**src/rtl/nearest_acceptable_base_search_macros.svh**
```systemverilog
// Assertion helpers shared by the search RTL.
// Each expects i_clk and i_rst_n in the scope where it is used.
`ifndef NEAREST_ACCEPTABLE_BASE_SEARCH_MACROS_SVH
`define NEAREST_ACCEPTABLE_BASE_SEARCH_MACROS_SVH

// Consequent must hold in the same cycle as the antecedent.
`define NABS_ASSERT_NOW(label, ante, cons, msg) \
    label: assert property (@(posedge i_clk) disable iff (!i_rst_n) (ante) |-> (cons)) \
        else $error(msg);

// Consequent must hold in the cycle after the antecedent.
`define NABS_ASSERT_NEXT(label, ante, cons, msg) \
    label: assert property (@(posedge i_clk) disable iff (!i_rst_n) (ante) |=> (cons)) \
        else $error(msg);

`endif

```
**src/rtl/nabs_pkg.sv**
```systemverilog
`default_nettype none

package nabs_pkg;

    localparam int unsigned TEAM_COUNT = 8;

    typedef enum logic [1:0] {
        CMD_LOAD  = 2'd0,
        CMD_QUERY = 2'd1,
        CMD_CLEAR = 2'd2,
        CMD_SPARE = 2'd3
    } t_command;

    typedef enum logic [2:0] {
        ST_STORED     = 3'd0,
        ST_IGNORED    = 3'd1,
        ST_FULL       = 3'd2,
        ST_BASED      = 3'd3,
        ST_EXACT      = 3'd4,
        ST_NEAREST    = 3'd5,
        ST_UNRESOLVED = 3'd6
    } t_status;

    typedef struct packed {
        logic signed [15:0] y;
        logic signed [15:0] x;
        logic [2:0]         owner;
        logic [31:0]        id;
    } t_site;

    typedef struct packed {
        logic clear;   // start of a query: drop pipeline and best
        logic take;    // site at the ring head is a live entry
    } t_scan_ctl;

    typedef struct packed {
        logic        have_exact;
        logic [31:0] exact_id;
        logic        have_near;
        logic [31:0] near_id;
    } t_scan_res;

    // Owner acceptable to team: same team, or the matrix bit for the pair.
    function automatic logic owner_ok(input logic [2:0] team, input logic [2:0] owner,
                                      input logic [63:0] matrix);
        logic in_range;
        in_range = (32'(team) < TEAM_COUNT) && (32'(owner) < TEAM_COUNT);
        return (team == owner) || (in_range && matrix[{team, owner}]);
    endfunction

endpackage

`default_nettype wire

```
**src/rtl/nabs_cell.sv**
```systemverilog
`default_nettype none

module nabs_cell (
    input  wire logic           i_clk,
    input  wire logic           i_load,
    input  wire nabs_pkg::t_site i_load_site,
    input  wire logic           i_shift,
    input  wire nabs_pkg::t_site i_next_site,
    output nabs_pkg::t_site      o_site
);
    import nabs_pkg::*;

    t_site r_site;

    // Load takes the new site; shift takes the neighbour's site.
    always_ff @(posedge i_clk) begin
        if (i_load) begin
            r_site <= i_load_site;
        end else if (i_shift) begin
            r_site <= i_next_site;
        end
    end

    assign o_site = r_site;

endmodule

`default_nettype wire

```
**config.mk**
```make
export PLATFORM = sky130hd
export DESIGN_NAME = nabs_cell
export DESIGN_NICKNAME = d
export VERILOG_FILES = /design/src/rtl/nearest_acceptable_base_search_macros.svh /design/src/rtl/nabs_pkg.sv /design/src/rtl/nabs_cell.sv
export SDC_FILE = /design/constraint.sdc
export NUM_CORES = 1
export LEC_CHECK = 0
export BUFFER_PORTS_ARGS = -buffer_cell sky130_fd_sc_hd__buf_2
export CAP_MARGIN = 15
export CORE_AREA = 10 10 96 98
export DETAILED_ROUTE_END_ITERATION = 10
export DIE_AREA = 0 0 106 108
export PLACE_DENSITY = 0.78
export SYNTH_ARGS = -nofsm -noshare
export SYNTH_HDL_FRONTEND = slang
export SYNTH_SLANG_ARGS = --single-unit
```
**constraint.sdc**
```tcl
create_clock -name i_clk -period 2.9 [get_ports i_clk]
set_clock_uncertainty 0.05 [all_clocks]
set_input_delay 0.29 -clock i_clk [delete_from_list [all_inputs] [get_ports i_clk]]
set_output_delay 0.29 -clock i_clk [all_outputs]
set_load 0.005 [all_outputs]
```
==> results.env <==
AREA.SEQUENTIAL_MM2=0.002012
WORST-SLEW-PIN-TRANSITION_NS=0.3536
RSZ_0062_RAISED_AFTER_GLOBAL_ROUTING='false'
CRITPATHCAPTURETYPE='register'
PLACE.DETAILED.INSTANCES=444
SYNTHCELLS=143
HOLD_BUFFERS=0
FIRST_PASS_GRT_WIRE_LENGTH_UM=12030
LARGEST_REGISTER_FF_COUNT=67
DETAILEDROUTE.FIRSTPASSITERATIONCOUNT=4
HTREE_LEVELS=3
DPL.HPWL_UM=6540
CP_SLOWEST_CELL='sky130_fd_sc_hd__buf_4'
TIMING.CRITICAL_PATH.BUF_INV=2
FIN_CRIT_NS=1.389
YS_WARNS=0
SEQUENCE_OF_CELLS_ON_THE_CRITICAL_PATH='buf_4 -> buf_4 -> mux2_2'
POST-ROUTE-DRC-COUNT=0
POST_CTS.REPAIR.SETUP_BUFFERS=0
DRT_WL_TOTAL_UM=8030
WORST_PATH_MOST_REPEATED_CELL='sky130_fd_sc_hd__buf_4'
GR-USAGE-ALL-LAYERS=0.1339
FILLER_CELL_COUNT=636
CRITICAL-PATH-MAX-STAGE-DELAY_NS=0.40
VIASPERCELL=4.492
CELL_FAMILY_WITH_THE_LARGEST_SHARE_OF_CRITICAL_PATH_DELAY='buffers and inverters'
SYNTH-SEQ-AREA-SHARE=0.6916
SYNTH-SEQ-CELLS=67
POSTSYNTHNETCOUNT=280
LAYOUT.NETS=490
POST_CTS_RESIZED=0
WORST_EP_ARRIVAL_TIME_NS=1.41
POST_SYNTH.CELL_AREA_AVG_UM2=20.34
DIEWIDTH_UM=106
REMAINING_GLOBAL_ROUTE_OVERFLOW=0
POST_ROUTE_CELLS_DRIVE_ABOVE_1_SHARE=0.8039
CRITICAL_PATH.STARTPOINT_TYPE='input port'
GRT_PASS1_VIAS=2362
TOTALPOWERFINAL_mW=2.186
MOST_COMMON_CELL_AFTER_LAYOUT_FILL_AND_TAPS_ASIDE='sky130_fd_sc_hd__buf_2'
CHIPHEIGHT_UM=108
PEAKVDDDROP_V=0.0002334
SYNTH.CELL_AREA_MM2=0.002909
MIN_DELAY_PATH_DEPTH=2
DRT-INITIAL-DRC-COUNT=23
HOLDPATHEND='o_site[32]'
HOLD_CLASS='in2reg'
TNS_NS=0
MAXCAPVIOLCOUNT=0
HOLD_VIOL_FINAL=0
NUMCTSBUFFERS=9
TRITONCTS_NUM_SINKS=67
PORT_BUFFERS=203
FLOW.AREA_GROWTH_FROM_SYNTHESIS_PCT=43.78
MULTI_INPUT_COMB_AREA_UM2=832.0
POST-ROUTE-PERIOD-UTIL=0.4790
RUN_STATUS='complete, no violations'
MAX_CLOCK_FREQ_GHz=0.7200
MOSTFREQUENTLAYOUTCELLS='sky130_fd_sc_hd__buf_2 (202), sky130_fd_sc_hd__edfxtp_1 (67), sky130_fd_sc_hd__mux2_2 (48), sky130_fd_sc_hd__mux2_4 (19), sky130_fd_sc_hd__clkbuf_8 (9)'
CTS_TREE='done'
ANTENNADIODECOUNT=0
GPL.FINAL_WEIGHTED_CONGESTION=0.7745
FLOORPLAN.IO_PINS=204
VIA_COUNT=2062
CP.REQUIRED_NS=2.92
STATIC_LEAKAGE_nW=1.934
ANTENNA_VIOLATION_NET_COUNT_AFTER_DETAILED_ROUTING=0
CLK_PIN_SLEW_WORST_PATHS_NS=0.07
ROWS=32
YOSYS.CELL_TYPES.COUNT=6
CRIT_FANOUT=26
WORSTSETUPPATHTYPE='in2reg'
ROUTE.DETAILED.WL_PER_INST_UM=17.49
FINALMAXSLEWVIOLATIONS=0
GRT_MAX_DEGREE=68
CLOCKROOTBUFFER='sky130_fd_sc_hd__clkbuf_8'
INSTANCES_NO_FILL=459
CORE_AREA_MM2=0.007447
INITIAL_UTILIZATION=0.3906
SETUP_VIOL_COUNT_FINAL=0
CTS-ROOT-TO-SINK-BUFFERS=2
POST-ROUTE-UTIL=0.5617
DIE_AREA_MM2=0.01145
MAX-SLEW-MARGIN-REL=0.7643
POWER-PER-CELL-AREA_mW_PER_MM2=522.6
WORSTHOLDSTART='i_load_site[32]'
ANTENNA_FOUND_INITIAL=0
## cell families after synthesis
group | synth area share
simple gates | 0.002152
buf+inv | 0.02236
flops | 0.6916
mux | 0.2839
## worst max-delay path by stage
| stage | start | endpoint | slack (ns) | cells past startpoint |
|---|---|---|---|---|
| global route | i_load | o_site[10] | 1.45 | 3 |
| finish | i_load | o_site[10] | 1.51 | 3 |
| global placement | i_load | o_site[44] | 1.20 | 3 |
| detailed placement | i_load | o_site[10] | 1.15 | 3 |
| CTS | i_load | o_site[10] | 1.49 | 3 |
| floorplan | i_load | o_site[0] | 0.24 | 4 |
## report_power, final
group / internal [mW] / total (mW) / switching [mW]
Combinational: 0.213 / 0.356 / 0.143
Sequential: 1.19 / 1.21 / 0.0232
Clock: 0.299 / 0.618 / 0.320
Total: 1.70 / 2.19 / 0.486
## synth_stat cells
master | n | area, um^2
sky130_fd_sc_hd__edfxtp_1 | 67 | 2012
sky130_fd_sc_hd__buf_6 | 4 | 45.04
sky130_fd_sc_hd__mux2_2 | 48 | 540.5
sky130_fd_sc_hd__buf_2 | 4 | 20.02
sky130_fd_sc_hd__or2_1 | 1 | 6.260
sky130_fd_sc_hd__mux2_4 | 19 | 285.3
## cell type report
cell class | count | area share
Clock buffer | 11 | 0.03141
Clock inverter | 4 | 0.004487
Sequential cell | 67 | 0.4810
Tap cell | 102 | 0.03051
Timing Repair Buffer | 207 | 0.2537
Multi-Input combinational cell | 68 | 0.1989
## through the flow
step	hold slack, ns	worst slack [ns]	area [um^2]
6_report	0.2065	1.511	4183
5_1_grt	0.1922	1.451	4183
4_1_cts	0.1891	1.489	4183
3_5_place_dp	0.5440	1.146	4033
3_3_place_gp	0.5393	1.202	4033
2_1_floorplan	0.4575	0.2360	2909
## routing by layer
metal	track usage	up-vias	part of all wire
met3	0.07615	13	0.12
li1	-	984	-
met4	0.06093	0	0.019
met5	0	-	0
met2	0.2275	131	0.49
met1	0.1313	934	0.36
No activity file was read; power rests on OpenSTA's default activity.
