**src/rtl/nearest_acceptable_base_search_macros.svh**
```systemverilog
// Assertion helpers shared by the search RTL.
// Each expects i_clk and i_rst_n in the scope where it is used.
`ifndef NEAREST_ACCEPTABLE_BASE_SEARCH_MACROS_SVH
`define NEAREST_ACCEPTABLE_BASE_SEARCH_MACROS_SVH

// Consequent must hold in the same cycle as the antecedent.
`define NABS_ASSERT_NOW(label, ante, cons, msg) \
    label: assert property (@(posedge i_clk) disable iff (!i_rst_n) (ante) |-> (cons)) \
        else $error(msg);

// Consequent must hold in the cycle after the antecedent.
`define NABS_ASSERT_NEXT(label, ante, cons, msg) \
    label: assert property (@(posedge i_clk) disable iff (!i_rst_n) (ante) |=> (cons)) \
        else $error(msg);

`endif

```
**src/rtl/nabs_pkg.sv**
```systemverilog
`default_nettype none

package nabs_pkg;

    localparam int unsigned TEAM_COUNT = 8;

    typedef enum logic [1:0] {
        CMD_LOAD  = 2'd0,
        CMD_QUERY = 2'd1,
        CMD_CLEAR = 2'd2,
        CMD_SPARE = 2'd3
    } t_command;

    typedef enum logic [2:0] {
        ST_STORED     = 3'd0,
        ST_IGNORED    = 3'd1,
        ST_FULL       = 3'd2,
        ST_BASED      = 3'd3,
        ST_EXACT      = 3'd4,
        ST_NEAREST    = 3'd5,
        ST_UNRESOLVED = 3'd6
    } t_status;

    typedef struct packed {
        logic signed [15:0] y;
        logic signed [15:0] x;
        logic [2:0]         owner;
        logic [31:0]        id;
    } t_site;

    typedef struct packed {
        logic clear;   // start of a query: drop pipeline and best
        logic take;    // site at the ring head is a live entry
    } t_scan_ctl;

    typedef struct packed {
        logic        have_exact;
        logic [31:0] exact_id;
        logic        have_near;
        logic [31:0] near_id;
    } t_scan_res;

    // Owner acceptable to team: same team, or the matrix bit for the pair.
    function automatic logic owner_ok(input logic [2:0] team, input logic [2:0] owner,
                                      input logic [63:0] matrix);
        logic in_range;
        in_range = (32'(team) < TEAM_COUNT) && (32'(owner) < TEAM_COUNT);
        return (team == owner) || (in_range && matrix[{team, owner}]);
    endfunction

endpackage

`default_nettype wire

```
**src/rtl/nabs_eval.sv**
```systemverilog
`default_nettype none

module nabs_eval (
    input  wire logic               i_clk,
    input  wire logic               i_rst_n,
    input  wire nabs_pkg::t_scan_ctl i_ctl,
    input  wire nabs_pkg::t_site     i_site,
    input  wire logic signed [15:0] i_qx,
    input  wire logic signed [15:0] i_qy,
    input  wire logic [2:0]         i_team,
    input  wire logic [63:0]        i_matrix,
    output nabs_pkg::t_scan_res      o_res
);
    import nabs_pkg::*;

    `include "nearest_acceptable_base_search_macros.svh"

    logic signed [16:0] dx;
    logic signed [16:0] dy;
    logic signed [33:0] px;
    logic signed [33:0] py;
    logic [32:0]        d2;

    // first stage: squares of the offsets, owner and exact-match flags
    logic        r_a_valid;
    logic        r_a_ok;
    logic        r_a_exact;
    logic [31:0] r_a_id;
    logic [31:0] r_a_sqx;
    logic [31:0] r_a_sqy;

    // second stage: running best
    logic        r_have_exact;
    logic [31:0] r_exact_id;
    logic        r_have_near;
    logic [31:0] r_near_id;
    logic [32:0] r_best;

    always_comb begin
        dx = 17'(i_site.x) - 17'(i_qx);
        dy = 17'(i_site.y) - 17'(i_qy);
        px = 34'(dx) * 34'(dx);
        py = 34'(dy) * 34'(dy);
        d2 = {1'b0, r_a_sqx} + {1'b0, r_a_sqy};
    end

    always_ff @(posedge i_clk) begin
        if (!i_rst_n) begin
            r_a_valid    <= 1'b0;
            r_have_exact <= 1'b0;
            r_have_near  <= 1'b0;
        end else if (i_ctl.clear) begin
            r_a_valid    <= 1'b0;
            r_have_exact <= 1'b0;
            r_have_near  <= 1'b0;
        end else begin
            r_a_valid <= i_ctl.take;
            r_a_ok    <= owner_ok(i_team, i_site.owner, i_matrix);
            r_a_exact <= (i_site.x == i_qx) && (i_site.y == i_qy);
            r_a_id    <= i_site.id;
            r_a_sqx   <= px[31:0];
            r_a_sqy   <= py[31:0];
            if (r_a_valid && r_a_ok) begin
                if (!r_have_exact && r_a_exact) begin
                    r_have_exact <= 1'b1;
                    r_exact_id   <= r_a_id;
                end
                // strict less-than keeps the earliest site on a tie
                if (!r_have_near || (d2 < r_best)) begin
                    r_have_near <= 1'b1;
                    r_best      <= d2;
                    r_near_id   <= r_a_id;
                end
            end
        end
    end

    assign o_res = '{have_exact: r_have_exact, exact_id: r_exact_id,
                     have_near: r_have_near, near_id: r_near_id};

    `NABS_ASSERT_NOW(a_exact_implies_near, r_have_exact, r_have_near,
        "exact match recorded without a nearest candidate")
    `NABS_ASSERT_NEXT(a_clear_drops_best, i_ctl.clear, !r_have_near && !r_a_valid,
        "query start did not drop the running best")
    `NABS_ASSERT_NEXT(a_stage_from_take, !i_ctl.take, !r_a_valid,
        "first stage valid without a live site")

endmodule

`default_nettype wire

```
**config.mk**
```make
export PLATFORM = sky130hd
export DESIGN_NAME = nabs_eval
export DESIGN_NICKNAME = d
export VERILOG_FILES = /design/src/rtl/nabs_pkg.sv /design/src/rtl/nabs_eval.sv
export VERILOG_INCLUDE_DIRS = /design/src /design/src/rtl
export SDC_FILE = /design/constraint.sdc
export NUM_CORES = 2
export LEC_CHECK = 0
export BUFFER_PORTS_ARGS = -buffer_cell sky130_fd_sc_hd__buf_2
export CAP_MARGIN = 25
export CORE_MARGIN = 5
export CORE_UTILIZATION = 62
export CTS_BUF_LIST = sky130_fd_sc_hd__clkbuf_8
export CTS_CLUSTER_DIAMETER = 200
export CTS_CLUSTER_SIZE = 10
export DETAILED_ROUTE_END_ITERATION = 10
export GPL_TIMING_DRIVEN = 0
export PLACE_DENSITY_LB_ADDON = 0.3
export RECOVER_POWER = 25
export SLEW_MARGIN = 20
export SYNTH_ARGS = -nofsm -noshare
export SYNTH_HDL_FRONTEND = slang
export SYNTH_SLANG_ARGS = --single-unit
export TNS_END_PERCENT = 100
```
**constraint.sdc**
```tcl
create_clock -name i_clk -period 25.3 [get_ports i_clk]
set_input_delay 2.53 -clock i_clk [delete_from_list [all_inputs] [get_ports i_clk]]
set_output_delay 2.53 -clock i_clk [all_outputs]
set_load 0.005 [all_outputs]
```
==> reports/summary.txt <==
Grt ovf - 0
Initial antenna violation count - 0
Iter 0 DRT Violations - 1458
Top sig layer - met4
Largest net degree at the start of global routing - 81
Synthesized Nets - 3727
H-tree depth - 4
Asr flop ratio synth - 0%
YS warnings - 0
Total GRT Usage - 27.5%
# Max-Cap Violations - 0
CP arrival - 11.62 ns
Hold slack - 0.451 ns
Routed wl met2 - 33.1 mm
CTS clk-pin slew, worst paths - 0.11 ns
Share of post-route cells with drive strength above 1 - 11.0%
Most common cell in the netlist - inv_1
Total die area - 50400 sq um
Critical path endpoint category - register
Wire per inst - 18.3 um
Die Height - 224 um
Min-delay worst type - reg -> reg
Max Clock Freq - 87.9 MHz
Top-level port count - 236
DIE WIDTH - 224 um
Most frequent CP cell - fa_1
Postcts setup bufs - 0
CTS Buf Count - 17
# diodes - 0
Post-synth top area share - 36.4%
First-pass GRT wire length - 110 mm
Critical Path RT - 25.54 ns
Clock Skew - 0.0202 ns
Status - finished, final reports clean
Area grow syn2layout - 8.76%
Slew HR - 32.8%
Synth cell count leaders - inv_1 (710), fa_1 (518), ha_1 (251)
Initial core utilization - 62.7%
Area contributors post-synth - fa_1 (36%), edfxtp_1 (20%), ha_1 (11%)
Synth area leader - fa_1
Clock Sinks - 196
Post-synth EDFFs - 193
Register area share after synthesis - 20.5%
# resized after CTS - 0
RSZ-0062 raised after global routing - false
Synthesized area - 28500 sq um
Seq cells post-synth - 196
Crit-path slowest cell - a2111oi_1
Port Buffers - 232
DR vias - 20400
M1 WL - 25.8 mm
Post-Syn Instances - 2788
RD Place Congestion - 0.976
Netlist cell types - 74
Mean post-synth cell area - 10.2 sq um
Endpoints failing setup - 0
Min Tclk post-route - 11.38 ns
Setup TNS - 0 ns
Post-detailed-route count of antenna-violating nets - 0
Vias in the first global route - 22500
Hold Violations, Final - 0
CP Launch Type - input port
Nets - 3993
Std-Cell Rows - 78
Crit share post-route - 45.0%
Critical path's largest stage delay - 0.74 ns
Final Max Slew Viols - 0
Most frequently used flop master after synthesis - edfxtp_1
Clock Tree Buf Depth - 2
Vias per cell - 5.56
Initial DRT Pass Iterations - 6
Skew-Pair Late Insertion Delay - 0.50 ns
Maximum fanout along the worst path - 10
Critical path type - in -> reg
CTS tree - built
Hold_buf cts - 0
Slew @ Worst Pin - 1.01 ns
Detailed-route wire length - 66.9 mm
Clock Tree Root - clkbuf_8
Final HPWL DP - 57.1 mm
Metal3 WL - 5.52 mm
Drc violations - 0
Core ar. - 45500 sq um
[metrics by stage]
stage / instances / cell area [sq um] / utilization (%) / worst slack, ns
2_1_floorplan: 2788 / 28500 / - / 15.18
3_5_place_dp: 3634 / 30600 / 67.3 / 13.50
6_report: 3666 / 31000 / 68.2 / 13.92
5_1_grt: 3666 / 31000 / 68.2 / 13.61
4_1_cts: 3665 / 31000 / 68.2 / 13.99
3_3_place_gp: 3620 / 30400 / 66.9 / 11.59
[final timing paths]
check / cells after the start / start / to / slack, ns
max reg2reg: 19 / r_a_sqy[4] / r_near_id[11] / 19.53
min: 0 / r_a_id[22] / r_exact_id[22] / 0.45
max: 32 / i_site[35] / r_a_sqx[30] / 13.92
min reg2reg: 0 / r_a_id[22] / r_exact_id[22] / 0.45
[cell families after synthesis]
logic type	Yosys count	share of synthesized area [%]
xor gates and xnor gates	136	4.28
and+or+nand+nor	592	8.93
adders and majority gates	769	47.4
AOI/OAI and AO/OA	289	6.80
buffers and inverters	784	10.4
muxes	22	1.69
DFF	196	20.5
[state kept, by name (all words and copies together), names as in the netlist]
| register | flops |
|---|---|
| r_a_sqy | 31 |
| r_a_valid | 1 |
| r_exact_id | 32 |
| r_a_ok | 1 |
| r_best | 33 |
| r_have_exact | 1 |
| r_a_exact | 1 |
| r_near_id | 32 |
| r_have_near | 1 |
| r_a_id | 32 |
| r_a_sqx | 31 |
[layout by cell type, fill, tap and decap left out, types with 35 or more instances in the layout]
cell type / netlist / routed
ha_1: 251 / 251
o21ai_0: 47 / 47
nor2_1: 242 / 242
xnor2_1: 96 / 91
a21oi_1: 78 / 78
clkbuf_1: 47 / 50
fa_1: 518 / 518
a21o_1: 43 / 43
inv_1: 710 / 710
xor2_1: 37 / 35
nand2_1: 206 / 206
buf_2: 6 / 234
edfxtp_1: 193 / 193
[final cells by class]
class                      count  area (sq um)
multi-input combinational   1808         19800
buffer                        60           251
sequential                   196          5860
clock buffer                  17           234
tap                          600           751
timing repair buffer         247          1290
inverter                     724          2720
fill                        3549         14500
clock inverter                14           163
[per-layer routing]
| layer | vias up | GRT usage (%) |
|---|---|---|
| met5 | - | 0 |
| met4 | 0 | 9.17 |
| met3 | 174 | 5.16 |
| met2 | 850 | 47.6 |
| met1 | 10200 | 35.4 |
| li1 | 9216 | - |
[worst max-delay path, delay by kind of cell]
| kind | cells | cell delay (ns) |
|---|---|---|
| buffers and inverters | 10 | 1.37 |
| XOR/XNOR | 2 | 0.44 |
| AND/OR/NAND/NOR | 3 | 0.63 |
| adder cells (fa/ha/maj) | 9 | 3.99 |
| AO/OA/AOI/OAI | 8 | 2.64 |
Power is not shown: default switching activity piles up to over one toggle a cycle in this logic, so the estimate is an artifact.
